<file path="src/rtl/assert_macros.svh">
// Assertion macros shared by the RTL modules of the backlight level write sequencer.
`ifndef ASSERT_MACROS_SVH
`define ASSERT_MACROS_SVH

// Same-cycle implication, checked on every rising clk edge outside reset.
`define ASSERT_SAME(lbl, ante, cons, msg) \
  lbl: assert property (@(posedge clk) disable iff (!rst_n) (ante) |-> (cons)) \
    else $error(msg);

// Next-cycle implication, checked on every rising clk edge outside reset.
`define ASSERT_NEXT(lbl, ante, cons, msg) \
  lbl: assert property (@(posedge clk) disable iff (!rst_n) (ante) |=> (cons)) \
    else $error(msg);

`endif

</file>
<file path="src/rtl/bls_pkg.sv">
// Types and constants shared by the backlight level write sequencer modules.
package bls_pkg;

  // Configuration register indexes
  localparam logic CFG_CABC_ENABLE = 1'b0;
  localparam logic CFG_LUT_SELECT  = 1'b1;

  // Curve segment starts
  localparam logic [7:0] SEG1_START = 8'd140;
  localparam logic [7:0] SEG2_START = 8'd30;
  localparam logic [7:0] SEG3_START = 8'd20;

  // Reciprocals for 2^20 scaling: level = ((n * m) >> 20) + offset
  localparam int unsigned RECIP_SHIFT = 20;
  localparam logic [18:0] M_SEG1 = 19'd9119;    // 1/115
  localparam logic [18:0] M_SEG2 = 19'd19066;   // 1/55
  localparam logic [18:0] M_SEG3 = 19'd104858;  // 1/10
  localparam logic [18:0] M_SEG4 = 19'd262144;  // 1/4
  localparam logic [6:0]  OFF_SEG1 = 7'd32;
  localparam logic [6:0]  OFF_SEG2 = 7'd8;
  localparam logic [6:0]  OFF_SEG3 = 7'd5;
  localparam logic [6:0]  OFF_SEG4 = 7'd0;

  // Reciprocal of 100 with the same 2^20 scaling
  localparam logic [13:0] M_PCT = 14'd10486;

  localparam logic [6:0] LEVEL_RESET = 7'd32;

  // Power scaling table
  localparam int unsigned LUT_ITEMS = 9;
  localparam logic [7:0] POWER_TABLE [0:3][0:LUT_ITEMS-1] = '{
    '{8'h3e, 8'h43, 8'h3a, 8'h48, 8'h3e, 8'h3b, 8'h36, 8'h33, 8'h3b},
    '{8'h3e, 8'h43, 8'h3a, 8'h48, 8'h3e, 8'h3b, 8'h36, 8'h33, 8'h3b},
    '{8'h3e, 8'h43, 8'h3a, 8'h48, 8'h3e, 8'h3b, 8'h36, 8'h33, 8'h3b},
    '{8'h3e, 8'h43, 8'h3a, 8'h48, 8'h3e, 8'h3b, 8'h36, 8'h33, 8'h3b}
  };

  // Register addresses and fixed data
  localparam logic [7:0]  ADDR_BANK     = 8'h00;
  localparam logic [7:0]  ADDR_LUT_BASE = 8'h76;
  localparam logic [7:0]  ADDR_PWM      = 8'hB4;
  localparam logic [7:0]  ADDR_COMMIT   = 8'h28;
  localparam logic [15:0] PWM_CABC      = 16'h5000;
  localparam logic [15:0] PWM_MANUAL    = 16'h4000;

  // Write steps of one run
  localparam logic [2:0] STEP_BANK   = 3'd0;
  localparam logic [2:0] STEP_LUT0   = 3'd1;
  localparam logic [2:0] STEP_LUT1   = 3'd2;
  localparam logic [2:0] STEP_LUT2   = 3'd3;
  localparam logic [2:0] STEP_LUT3   = 3'd4;
  localparam logic [2:0] STEP_LUT4   = 3'd5;
  localparam logic [2:0] STEP_PWM    = 3'd6;
  localparam logic [2:0] STEP_COMMIT = 3'd7;

  // Request held in the queue between front and back
  typedef struct packed {
    logic [6:0]  level;
    logic [19:0] level_pct;  // level * M_PCT, feeds the table scaling
  } entry_t;

endpackage

</file>
<file path="src/rtl/bls_front.sv">
// Front end: accepts intensity requests and maps them to a level through the curve.
`include "assert_macros.svh"

module bls_front #(
  parameter int unsigned QUEUE_DEPTH = 4,
  localparam int unsigned CW = $clog2(QUEUE_DEPTH + 1)
) (
  input  logic            clk,
  input  logic            rst_n,
  input  logic            in_push,
  input  logic [7:0]      in_intensity,
  output logic            in_full,
  input  logic [CW-1:0]   q_count,
  output logic            q_push,
  output bls_pkg::entry_t q_wdata
);
  import bls_pkg::*;

  localparam int unsigned OW = $clog2(QUEUE_DEPTH + 4);

  logic        s1_valid_r, s2_valid_r, s3_valid_r;
  logic [12:0] n_r, n_nxt;
  logic [18:0] m_r, m_nxt;
  logic [6:0]  off_r, off_nxt;
  logic [5:0]  q_r;
  logic [6:0]  off2_r;
  logic [6:0]  level_r;
  logic [7:0]  d_w;
  logic [31:0] prod_w;
  logic [20:0] pct_w;
  logic [OW-1:0] occ_w;
  logic        accept_w;

  // Room check counts requests still in the pipeline
  assign occ_w = OW'(q_count) + OW'(s1_valid_r) + OW'(s2_valid_r) + OW'(s3_valid_r);
  assign in_full  = (occ_w >= OW'(QUEUE_DEPTH));
  assign accept_w = in_push && !in_full;

  // Segment select: numerator, reciprocal and offset
  always_comb begin
    d_w = '0;
    if (in_intensity >= SEG1_START) begin
      d_w     = in_intensity - SEG1_START;
      n_nxt   = 13'({d_w, 5'b0}) + 13'({d_w, 4'b0});
      m_nxt   = M_SEG1;
      off_nxt = OFF_SEG1;
    end else if (in_intensity >= SEG2_START) begin
      d_w     = in_intensity - SEG2_START;
      n_nxt   = 13'({d_w, 3'b0}) + 13'({d_w, 2'b0});
      m_nxt   = M_SEG2;
      off_nxt = OFF_SEG2;
    end else if (in_intensity >= SEG3_START) begin
      d_w     = in_intensity - SEG3_START;
      n_nxt   = 13'({d_w, 1'b0}) + 13'(d_w);
      m_nxt   = M_SEG3;
      off_nxt = OFF_SEG3;
    end else begin
      n_nxt   = 13'(in_intensity);
      m_nxt   = M_SEG4;
      off_nxt = OFF_SEG4;
    end
  end

  assign prod_w = 32'(n_r) * 32'(m_r);
  assign pct_w  = 21'(level_r) * 21'(M_PCT);

  // Valid pipeline
  always_ff @(posedge clk) begin
    if (!rst_n) begin
      s1_valid_r <= 1'b0;
      s2_valid_r <= 1'b0;
      s3_valid_r <= 1'b0;
    end else begin
      s1_valid_r <= accept_w;
      s2_valid_r <= s1_valid_r;
      s3_valid_r <= s2_valid_r;
    end
  end

  // Payload pipeline: operands, quotient, level
  always_ff @(posedge clk) begin
    n_r     <= n_nxt;
    m_r     <= m_nxt;
    off_r   <= off_nxt;
    q_r     <= prod_w[RECIP_SHIFT+5:RECIP_SHIFT];
    off2_r  <= off_r;
    level_r <= 7'(q_r) + off2_r;
  end

  assign q_push            = s3_valid_r;
  assign q_wdata.level     = level_r;
  assign q_wdata.level_pct = pct_w[19:0];

  `ASSERT_SAME(a_push_has_room, s3_valid_r, q_count < CW'(QUEUE_DEPTH), "queue push without room")

endmodule

</file>
<file path="src/rtl/bls_queue.sv">
// Short request queue between the front end and the write sequencer.
`include "assert_macros.svh"

module bls_queue #(
  parameter int unsigned QUEUE_DEPTH = 4,
  localparam int unsigned CW = $clog2(QUEUE_DEPTH + 1)
) (
  input  logic            clk,
  input  logic            rst_n,
  input  logic            push,
  input  bls_pkg::entry_t wdata,
  input  logic            pop,
  output bls_pkg::entry_t rdata,
  output logic            empty,
  output logic [CW-1:0]   count
);
  import bls_pkg::*;

  localparam int unsigned PW = $clog2(QUEUE_DEPTH);

  entry_t        mem_r [QUEUE_DEPTH];
  logic [PW-1:0] wr_ptr_r, rd_ptr_r;
  logic [CW-1:0] count_r;

  // Pointer and fill tracking
  always_ff @(posedge clk) begin
    if (!rst_n) begin
      wr_ptr_r <= '0;
      rd_ptr_r <= '0;
      count_r  <= '0;
    end else begin
      if (push) begin
        wr_ptr_r <= (wr_ptr_r == PW'(QUEUE_DEPTH - 1)) ? '0 : wr_ptr_r + 1'b1;
      end
      if (pop) begin
        rd_ptr_r <= (rd_ptr_r == PW'(QUEUE_DEPTH - 1)) ? '0 : rd_ptr_r + 1'b1;
      end
      if (push && !pop) begin
        count_r <= count_r + 1'b1;
      end else if (pop && !push) begin
        count_r <= count_r - 1'b1;
      end
    end
  end

  // Entry storage
  always_ff @(posedge clk) begin
    if (push) begin
      mem_r[wr_ptr_r] <= wdata;
    end
  end

  assign rdata = mem_r[rd_ptr_r];
  assign empty = (count_r == '0);
  assign count = count_r;

  `ASSERT_SAME(a_count_bound, 1'b1, count_r <= CW'(QUEUE_DEPTH), "queue count past depth")

endmodule

</file>
<file path="src/rtl/bls_back.sv">
// Write sequencer: expands each queued level into its run of register writes.
`include "assert_macros.svh"

module bls_back #(
  parameter int unsigned LUT_ROWS = 2
) (
  input  logic            clk,
  input  logic            rst_n,
  input  logic            cabc_enable,
  input  logic            lut_select,
  input  bls_pkg::entry_t q_rdata,
  input  logic            q_empty,
  output logic            q_pop,
  output logic            out_empty,
  input  logic            out_pop,
  output logic [7:0]      out_reg_addr,
  output logic [15:0]     out_reg_data,
  output logic [6:0]      out_level,
  output logic            out_last
);
  import bls_pkg::*;

  logic        run_active_r;
  logic [2:0]  step_r, step_nxt;
  logic [6:0]  stored_level_r;
  logic [19:0] lm_r;
  logic        mode_r;
  logic [1:0]  row_r, row_nxt;
  logic        out_valid_r;
  logic [7:0]  out_addr_r, addr_nxt;
  logic [15:0] out_data_r, data_nxt;
  logic [6:0]  out_level_r;
  logic        out_last_r;
  logic        adv_w, load_w;
  logic [3:0]  hi_idx, lo_idx;
  logic        lo_en;
  logic [27:0] hi_p, lo_p;
  logic [7:0]  hi_s, lo_s;

  // Advance when the output register is free or being drained
  assign adv_w  = run_active_r && (!out_valid_r || out_pop);
  assign load_w = !q_empty && (!run_active_r || (adv_w && step_r == STEP_COMMIT));
  assign q_pop  = load_w;

  // Row saturates at the last table row
  assign row_nxt = (32'(lut_select) >= LUT_ROWS) ? 2'(LUT_ROWS - 1) : {1'b0, lut_select};

  // Table byte indexes for the power LUT words
  always_comb begin
    hi_idx = 4'd0;
    lo_idx = 4'd0;
    lo_en  = 1'b1;
    case (step_r)
      STEP_LUT0: begin hi_idx = 4'd0; lo_idx = 4'd1; end
      STEP_LUT1: begin hi_idx = 4'd2; lo_idx = 4'd3; end
      STEP_LUT2: begin hi_idx = 4'd4; lo_idx = 4'd5; end
      STEP_LUT3: begin hi_idx = 4'd6; lo_idx = 4'd7; end
      STEP_LUT4: begin hi_idx = 4'd8; lo_en = 1'b0; end
      default:   lo_en = 1'b0;
    endcase
  end

  // Scale by level / 100
  assign hi_p = 28'(POWER_TABLE[row_r][hi_idx]) * 28'(lm_r);
  assign lo_p = 28'(POWER_TABLE[row_r][lo_idx]) * 28'(lm_r);
  assign hi_s = hi_p[27:20];
  assign lo_s = lo_en ? lo_p[27:20] : 8'h00;

  // Write decoder
  always_comb begin
    unique case (step_r) inside
      STEP_BANK: begin
        addr_nxt = ADDR_BANK;
        data_nxt = 16'h0000;
      end
      STEP_LUT0, STEP_LUT1, STEP_LUT2, STEP_LUT3, STEP_LUT4: begin
        addr_nxt = ADDR_LUT_BASE + 8'(step_r) - 8'd1;
        data_nxt = {hi_s, lo_s};
      end
      STEP_PWM: begin
        addr_nxt = ADDR_PWM;
        data_nxt = (mode_r ? PWM_CABC : PWM_MANUAL) | {5'b0, stored_level_r, 4'b0};
      end
      STEP_COMMIT: begin
        addr_nxt = ADDR_COMMIT;
        data_nxt = 16'h0000;
      end
      default: begin
        addr_nxt = ADDR_BANK;
        data_nxt = 16'h0000;
      end
    endcase
  end

  // Manual mode skips the LUT words
  assign step_nxt = (step_r == STEP_BANK && !mode_r) ? STEP_PWM : step_r + 3'd1;

  // Run control
  always_ff @(posedge clk) begin
    if (!rst_n) begin
      run_active_r   <= 1'b0;
      step_r         <= STEP_BANK;
      stored_level_r <= LEVEL_RESET;
      out_valid_r    <= 1'b0;
    end else begin
      if (load_w) begin
        run_active_r   <= 1'b1;
        step_r         <= STEP_BANK;
        stored_level_r <= q_rdata.level;
      end else if (adv_w) begin
        if (step_r == STEP_COMMIT) begin
          run_active_r <= 1'b0;
        end else begin
          step_r <= step_nxt;
        end
      end
      if (adv_w) begin
        out_valid_r <= 1'b1;
      end else if (out_pop) begin
        out_valid_r <= 1'b0;
      end
    end
  end

  // Run payload and output register
  always_ff @(posedge clk) begin
    if (load_w) begin
      lm_r   <= q_rdata.level_pct;
      mode_r <= cabc_enable;
      row_r  <= row_nxt;
    end
    if (adv_w) begin
      out_addr_r  <= addr_nxt;
      out_data_r  <= data_nxt;
      out_level_r <= stored_level_r;
      out_last_r  <= (step_r == STEP_COMMIT);
    end
  end

  assign out_empty    = !out_valid_r;
  assign out_reg_addr = out_addr_r;
  assign out_reg_data = out_data_r;
  assign out_level    = out_level_r;
  assign out_last     = out_last_r;

  `ASSERT_SAME(a_no_pop_mid_run, run_active_r && !adv_w, !q_pop, "queue popped during a run")
  `ASSERT_NEXT(a_level_in_run, out_valid_r && out_pop && !out_last_r, out_level_r == $past(out_level_r), "level changed within a run")

endmodule

</file>
<file path="src/rtl/backlight_level_write_sequencer.sv">
// Top level of the backlight level write sequencer: config registers and block wiring.
//
// Each intensity request (0..255) is mapped through the four-segment brightness curve to a
// level of 0..80, which then drives a run of 16-bit register writes: three in manual mode
// (bank select, PWM duty, commit) and eight in CABC mode (bank select, five power-LUT words
// scaled by level/100, PWM duty, commit). The input side takes one request per cycle while
// the request queue has room; each request passes through the registered curve pipeline
// before it reaches the queue. The write sequencer emits one write per cycle while the
// receiver keeps popping, so the sustained request rate is set by the sequencer's write
// count per run. There is no clearing pass after reset.
module backlight_level_write_sequencer #(
  parameter int unsigned LUT_ROWS    = 2,
  parameter int unsigned QUEUE_DEPTH = 4
) (
  input  logic        clk,
  input  logic        rst_n,
  // configuration
  input  logic        cfg_we,
  input  logic        cfg_index,
  input  logic        cfg_data,
  // requests
  input  logic        in_push,
  input  logic [7:0]  in_intensity,
  output logic        in_full,
  // register writes
  output logic        out_empty,
  input  logic        out_pop,
  output logic [7:0]  out_reg_addr,
  output logic [15:0] out_reg_data,
  output logic [6:0]  out_level,
  output logic        out_last
);
  import bls_pkg::*;

  localparam int unsigned CW = $clog2(QUEUE_DEPTH + 1);

  logic          cabc_enable_r;
  logic          lut_select_r;
  logic          q_push, q_pop, q_empty;
  entry_t        q_wdata, q_rdata;
  logic [CW-1:0] q_count;

  // Configuration registers
  always_ff @(posedge clk) begin
    if (!rst_n) begin
      cabc_enable_r <= 1'b0;
      lut_select_r  <= 1'b0;
    end else if (cfg_we) begin
      case (cfg_index)
        CFG_CABC_ENABLE: cabc_enable_r <= cfg_data;
        CFG_LUT_SELECT:  lut_select_r  <= cfg_data;
        default: ;
      endcase
    end
  end

  bls_front #(.QUEUE_DEPTH(QUEUE_DEPTH)) u_front (
    .clk          (clk),
    .rst_n        (rst_n),
    .in_push      (in_push),
    .in_intensity (in_intensity),
    .in_full      (in_full),
    .q_count      (q_count),
    .q_push       (q_push),
    .q_wdata      (q_wdata)
  );

  bls_queue #(.QUEUE_DEPTH(QUEUE_DEPTH)) u_queue (
    .clk   (clk),
    .rst_n (rst_n),
    .push  (q_push),
    .wdata (q_wdata),
    .pop   (q_pop),
    .rdata (q_rdata),
    .empty (q_empty),
    .count (q_count)
  );

  bls_back #(.LUT_ROWS(LUT_ROWS)) u_back (
    .clk          (clk),
    .rst_n        (rst_n),
    .cabc_enable  (cabc_enable_r),
    .lut_select   (lut_select_r),
    .q_rdata      (q_rdata),
    .q_empty      (q_empty),
    .q_pop        (q_pop),
    .out_empty    (out_empty),
    .out_pop      (out_pop),
    .out_reg_addr (out_reg_addr),
    .out_reg_data (out_reg_data),
    .out_level    (out_level),
    .out_last     (out_last)
  );

endmodule

</file>
<file path="config.mk">
export PLATFORM = sky130hd
export DESIGN_NAME = backlight_level_write_sequencer
export DESIGN_NICKNAME = d
export VERILOG_FILES = /design/src/rtl/bls_pkg.sv /design/src/rtl/bls_front.sv /design/src/rtl/bls_queue.sv /design/src/rtl/bls_back.sv /design/src/rtl/backlight_level_write_sequencer.sv
export VERILOG_INCLUDE_DIRS = /design/src /design/src/rtl
export SDC_FILE = /design/constraint.sdc
export NUM_CORES = 1
export LEC_CHECK = 0
export ABC_AREA = 1
export BUFFER_PORTS_ARGS = -buffer_cell sky130_fd_sc_hd__buf_2
export CAP_MARGIN = 20
export CORE_ASPECT_RATIO = 1.4
export CORE_MARGIN = 1
export CORE_UTILIZATION = 53
export CTS_BUF_LIST = sky130_fd_sc_hd__clkbuf_4 sky130_fd_sc_hd__clkbuf_8 sky130_fd_sc_hd__clkbuf_16
export DETAILED_ROUTE_END_ITERATION = 10
export GPL_TIMING_DRIVEN = 0
export PLACE_DENSITY = 0.69
export SLEW_MARGIN = 30
export SYNTH_ARGS = -nofsm -noshare
export SYNTH_HDL_FRONTEND = slang
export SYNTH_SLANG_ARGS = --single-unit
</file>
<file path="constraint.sdc">
create_clock -name clk -period 5.95 [get_ports clk]
set_clock_uncertainty 0.15 [all_clocks]
set_input_delay 0.595 -clock clk [delete_from_list [all_inputs] [get_ports clk]]
set_output_delay 0.595 -clock clk [all_outputs]
set_load 0.005 [all_outputs]
</file>
# After elaboration in Yosys (flattened, before gate mapping)
# Memory sizes are Yosys's and may differ from the RTL's. A register that Yosys moved wholly into a read port is not among the register bits.
# Cells that the tools add are included.
# Widths: inputs -> output; s select.
# totals
rom_bits	0
memories	1
reg_bits	137
in_bits	15
latch_bits	0
ramBits	104
output_inout_bits	34
# op_classes
n_div	0
muxes	37
n_eq_ne	9
n_bitwise	7
n_reduce_logical	30
mul	4
n_shift	0
magnitude_cmp	7
add_sub_neg	17
# memory_table
memory	depth	word_bits	read_ports	rd_ports_with_merged_regs	wr	line	rtl
u_queue.mem_r	4	26	1	1	1	bls_queue.sv:21	entry_t mem_r [QUEUE_DEPTH];
# op_table
operator	n
$bmux 72 s2	1
$mux 72	2
$bmux 8 s4	2
$mul 8x20->28	2
$mux 13	4
$mux 8	5
$pmux 16 s2	1
$mul 13x19->26	1
$pmux 8 s3	1
$mul 7x13->19 const B	1
$mux 19	1
$ge 8x5->1 const B	2
$or 16x11->16	1
$pmux 4 s4	1
$sub 8x5->8 const B	2
$mux 15	1
$add 13x12->13	1
$add 11x10->12	1
$eq 3x3->1 const B	4
$mux 3	4
$pmux 3 s4	1
$add 9x8->10	1
$ge 5x5->1 const B	2
$add 3x1->3	3
28 further kinds	66

# Depth between registers and ports, before layout
# logic_depth
word_depth	10
ltp_mapped	29
depth_no_buf	28

# Cells and area by module
# From an unflattened synthesis, not the netlist that was laid out.
# hier_totals
cells_unflattened	3089
hier_area_um2	26038.7
# modules_own_cells
mod	seq_area_each_um2	area_each_um2	cells_each	n_inst
bls_back	1801.7	10729.0	1354	1
bls_front	800.8	10716.5	1404	1
bls_queue	3423.3	4505.6	319	1
backlight_level_write_sequencer	40.0	87.6	12	1

# Least setup slack after synthesis
# Ideal clock, no wire load.
# synth_timing
kind	register to register
start	register u_back.step_r[0]
end	register u_back.out_data_r[3], in the netlist u_back.out_reg_data[3], data pin
stages_incl_launch_ff	27
arrival_ns	4.862
synth_period_minus_slack_ns	5.267
path_slack_ns	0.683
required_ns	5.545
cell_sequence	dfxtp_1 ha_1 ha_1 inv_1 nand2_1 inv_2 nand2_1 nand2_1 buf_2 buf_2 nand2_1 inv_1 fa_1 fa_1 fa_1 inv_1 fa_1 inv_1 ha_1 nand2_1 inv_1 a21oi_1 o21ai_0 a211oi_1 nand3_1 nand2_1 nor2_1
# synth_between
elab_chain_cells	9
word_cells_on_any_way	17
classes_between	1 x mul; 6 x eq/ne; 7 x mux; 1 x bitwise; 2 x reduce/logical
# synth_lines
element	line	rtl
from (decl)	bls_back.sv:24	logic [2:0] step_r, step_nxt;
from (signal assigned)	bls_back.sv:114	step_r <= step_nxt;
$eq 3x3->1 (tied with other cells)	bls_back.sv:53	case (step_r)
$pmux 3 s4	bls_back.sv:53	
$not 3->5 (not written as such)	bls_back.sv:65	assign lo_p = 28'(POWER_TABLE[row_r][lo_idx]) * 28'(lm_r);
$bmux 8 s4	bls_back.sv:65	
$mux 8 (not written as such) (2 in a row)	bls_back.sv:65	
$mul 8x20->28	bls_back.sv:65	
$mux 8	bls_back.sv:67	assign lo_s = lo_en ? lo_p[27:20] : 8'h00;
$pmux 16 s2 (*)	bls_back.sv:71	unique case (step_r) inside
net u_back.data_nxt[3]	bls_back.sv:31	logic [15:0] out_data_r, data_nxt;
to (signal assigned)	bls_back.sv:134	out_data_r <= data_nxt;
to (decl)	bls_back.sv:31	
# The timed path passes the listed nets; every way through them passes the cells marked *. The select of a mux whose other input is x is not followed.
# A chain may end at the register's enable or synchronous reset.

# Worst setup path in the final report
# layout_timing
start	register u_back.step_r[0]
end	register u_back.out_data_r[6], in the netlist u_back.out_reg_data[6], data pin
# The elaborated chain is that of the path after synthesis.

==> reports/qor.txt <==
=====================================================================================================
Most used standard cells in the synthesized netlist                                      765 x sky130_fd_sc_hd__inv_1, 487 x sky130_fd_sc_hd__nand2_1, 323 x sky130_fd_sc_hd__fa_1
Area fraction of the dominant cell type after synthesis                                         26.2%
Sequential element share of the synthesized area                                                23.4%
Global route total overflow                                                                         0
F_max                                                                                       0.174 GHz
Length of the first detailed-routing pass in iterations                                             7
Number of flip-flops and latches in the synthesized netlist                                       213
Unique masters post-synth                                                                          55
Combined global-route utilization of all metal layers                                           27.2%
1st-iter DRT viols                                                                                974
Most area-consuming cells after synthesis                                                sky130_fd_sc_hd__fa_1 26%, sky130_fd_sc_hd__edfxtp_1 18%, sky130_fd_sc_hd__ha_1 14%, sky130_fd_sc_hd__inv_1 12%, sky130_fd_sc_hd__nand2_1 7.4%
Overall die area                                                                          47,500 um^2
Flop2flop setup slack                                                                          220 ps
Port Buf Inserts                                                                                   45
Initial Utilization                                                                             53.8%
Half-perimeter wire length of the detailed placement result                                 51,700 um
Clock-pin slew of the registers on the worst-case setup and hold paths                          60 ps
H-Tree Level Count                                                                                  1
Most used flip-flop cell after synthesis                                                 sky130_fd_sc_hd__edfxtp_1
Ratio of routed vias to standard cells                                                           5.26
Number of buffers created by CTS                                                                   20
Total core area                                                                           46,000 um^2
CTS tree                                                                                         done
Final Hold Vio Count                                                                                0
# diodes                                                                                            0
Maximum number of pins on one net before global-route repair                                       30
Startpoint kind of the worst setup timing path                                               register
Worst path arrival time                                                                       5840 ps
Hold Crit Class                                                                                in2reg
Most numerous cell in the Yosys netlist                                                  sky130_fd_sc_hd__inv_1
Vias after detailed routing                                                                    18,900
Kind of end point of the critical path                                                       register
Cell taking the most area after synthesis                                                sky130_fd_sc_hd__fa_1
Slowest cell delay on critical path                                                            570 ps
Series of cell instances along the critical path                                         ha_1, ha_1, inv_2, o21ai_4, a21oi_4, clkinv_2, buf_2, nor2_1, fa_1, fa_1, fa_1, inv_1, fa_1, inv_1, ha_4, nand2_1, nor2_2, nand2_1, nor4_1, nand2_1, a21oi_2, o21ai_1
Synthesized net count                                                                           3,509
Post-synthesis share of cell area spent on full adders, half adders and majority gates          40.1%
Worst path most repeated cell                                                            sky130_fd_sc_hd__fa_1
Worst Tran Pin Value                                                                           646 ps
Number of warning messages in the yosys log                                                         0
Routability congestion estimate                                                                 0.935
Critical Path RT                                                                              6060 ps
Vias in the first global route                                                                 20,200
Antenna violations before repair                                                                    0
Simple logic cell fraction of the synthesized area                                              14.2%
Combinational family with the most area after synthesis                                   adder cells
Clock Latency Late Sink                                                                        520 ps
Maximum fanout along the worst path                                                                10
Average instance area after synthesis                                                       8.53 um^2
Area grow syn2layout                                                                            7.71%
Global-route wire length before repair                                                     100,000 um
Average wire per cell in the routed design                                                    17.2 um
Root Buffer Master                                                                       sky130_fd_sc_hd__clkbuf_16
DRT antenna net count                                                                               0
Number of flops mapped to enable cells by yosys                                                   151
Max-Cap Viols                                                                                       0
Final Max Slew Viols                                                                                0
Worst-case headroom to the max-slew limit                                                       56.9%
Netlist area before placement                                                             24,700 um^2
Row count                                                                                          93
Die span in y                                                                                  258 um
Count of mapped cells out of synthesis                                                          2,896
Parity-gate share of the synthesized area counting xor and xnor cells                           1.88%
I/O pins                                                                                           49
Unrepaired setup endpoints after global routing                                                 false
Max Buffers Root-to-Sink                                                                            3
Overall routed net length                                                                   61,800 um
Total clock sinks                                                                                 213
Number of nets in the layout                                                                    3,580
Number of remaining DRC errors                                                                      0
Finish-stage setup viols                                                                            0
Final cycle utilization of the critical path                                                    96.3%
Status                                                                                   finished, final reports clean
Share of final-layout standard cells stronger than drive strength 1                             6.04%
Portion of netlist area occupied by mux cells                                                      0%
Time the final worst path needs with I/O delays and setup                                     5730 ps
Hold-fix buffer count after cts                                                                     0
Worst Setup Path Type                                                                         reg2reg
Max stage delay cell, worst path                                                         sky130_fd_sc_hd__fa_1
Post-synthesis compound-gate area fraction                                                      7.73%
Final core occ                                                                                  57.9%
Die width                                                                                      185 um
Post-synth ARST share                                                                              0%
=====================================================================================================
[per-layer routing]
| layer | up-vias | GRT usage, % | share of wire [%] | routed length [um] |
|---|---|---|---|---|
| met3 | 166 | 2.35 | 3.7 | 2280 |
| met2 | 504 | 51.3 | 53 | 32900 |
| met1 | 9242 | 29.8 | 37 | 23100 |
| met4 | 0 | 14.1 | 5.7 | 3520 |
| met5 | - | 0 | 0 | 0 |
| li1 | 9011 | - | - | - |
[cells in the final DEF, fill, tap and decap left out, drive strengths merged, types with 2 or more instances in the layout]
cell    count
nor4        7
o21a        5
edfxtp    151
nand4      22
clkbuf     64
a21oi     114
inv       773
nor3       17
a21boi      4
xor2       39
ha        275
o31ai       3
nand2     489
o21ai     131
xnor2      14
nand3      58
o21bai     10
nor2      264
clkinv      8
o22ai      22
a21o       16
nand3b      5
buf        66
dfxtp      62
a31oi      12
o211ai      5
a31o        5
fa        323
or2         5
a22oi       2
[worst max-delay path, delay by kind of cell (launching register included)]
kind / cells / cell delay [ps]
fa+ha+maj: 7 / 2780
simple gates: 6 / 810
compound gates: 4 / 710
buf+inv: 5 / 620
flops: 1 / 390
[final cells by class]
cell class                      count  area [um^2]
Buffer                             54          273
Clock buffer                       27          566
Clock inverter                      9         66.3
Fill cell                        4088        19300
Inverter                          773         2910
Multi-Input combinational cell   1856        16000
Sequential cell                   213         5780
Tap cell                          617          772
Timing Repair Buffer               49          275
[registers in the layout, indices dropped and copies added (netlist names), 6 cells and up, named ones only]
signal,flops
u_back.lm_r,19
u_back.out_level,7
u_back.out_reg_addr,8
u_back.out_reg_data,15
u_back.stored_level_r,7
u_front.level_r,7
u_front.m_r,7
u_front.n_r,13
u_front.q_r,6
u_queue.mem_r,100
[through the flow]
stage | setup WS [ps] | area (um^2) | instances | hold slack (ps) | setup TNS [ps]
finish | 219 | 26600 | 3598 | 160 | 0
global route | 2.75 | 26600 | 3598 | 173 | 0
CTS | 12.4 | 26400 | 3596 | 137 | 0
detailed placement | -707 | 25700 | 3559 | 289 | -5680
global placement | -622 | 25700 | 3558 | 289 | -4610
floorplan | 683 | 24700 | 2896 | 225 | 0
[cell families after synthesis]
logic type / after synthesis
AOI/OAI and AO/OA: 337
xor gates and xnor gates: 53
adders and majority gates: 598
buffers and inverters: 827
DFF: 213
other: 1
and+or+nand+nor: 867
[path summary, 6_finish.rpt]
path	from	to	cells past startpoint
setup / recovery	u_back.step_r[0]	u_back.out_reg_data[6]	22
hold / removal	in_push	u_front.s1_valid_r	3
setup reg to reg	u_back.step_r[0]	u_back.out_reg_data[6]	22
hold reg to reg	cabc_enable_r	u_back.mode_r	0
[what timing repair did]
item,4_1_cts,5_1_grt
resized for setup,16,68
setup endpoints to repair,15,17
buffers inserted,1,2
pin swaps,0,4
Power is left out: the tool's default activity adds up to more than one toggle a clock period on the data nets, which glitch-free logic cannot reach.
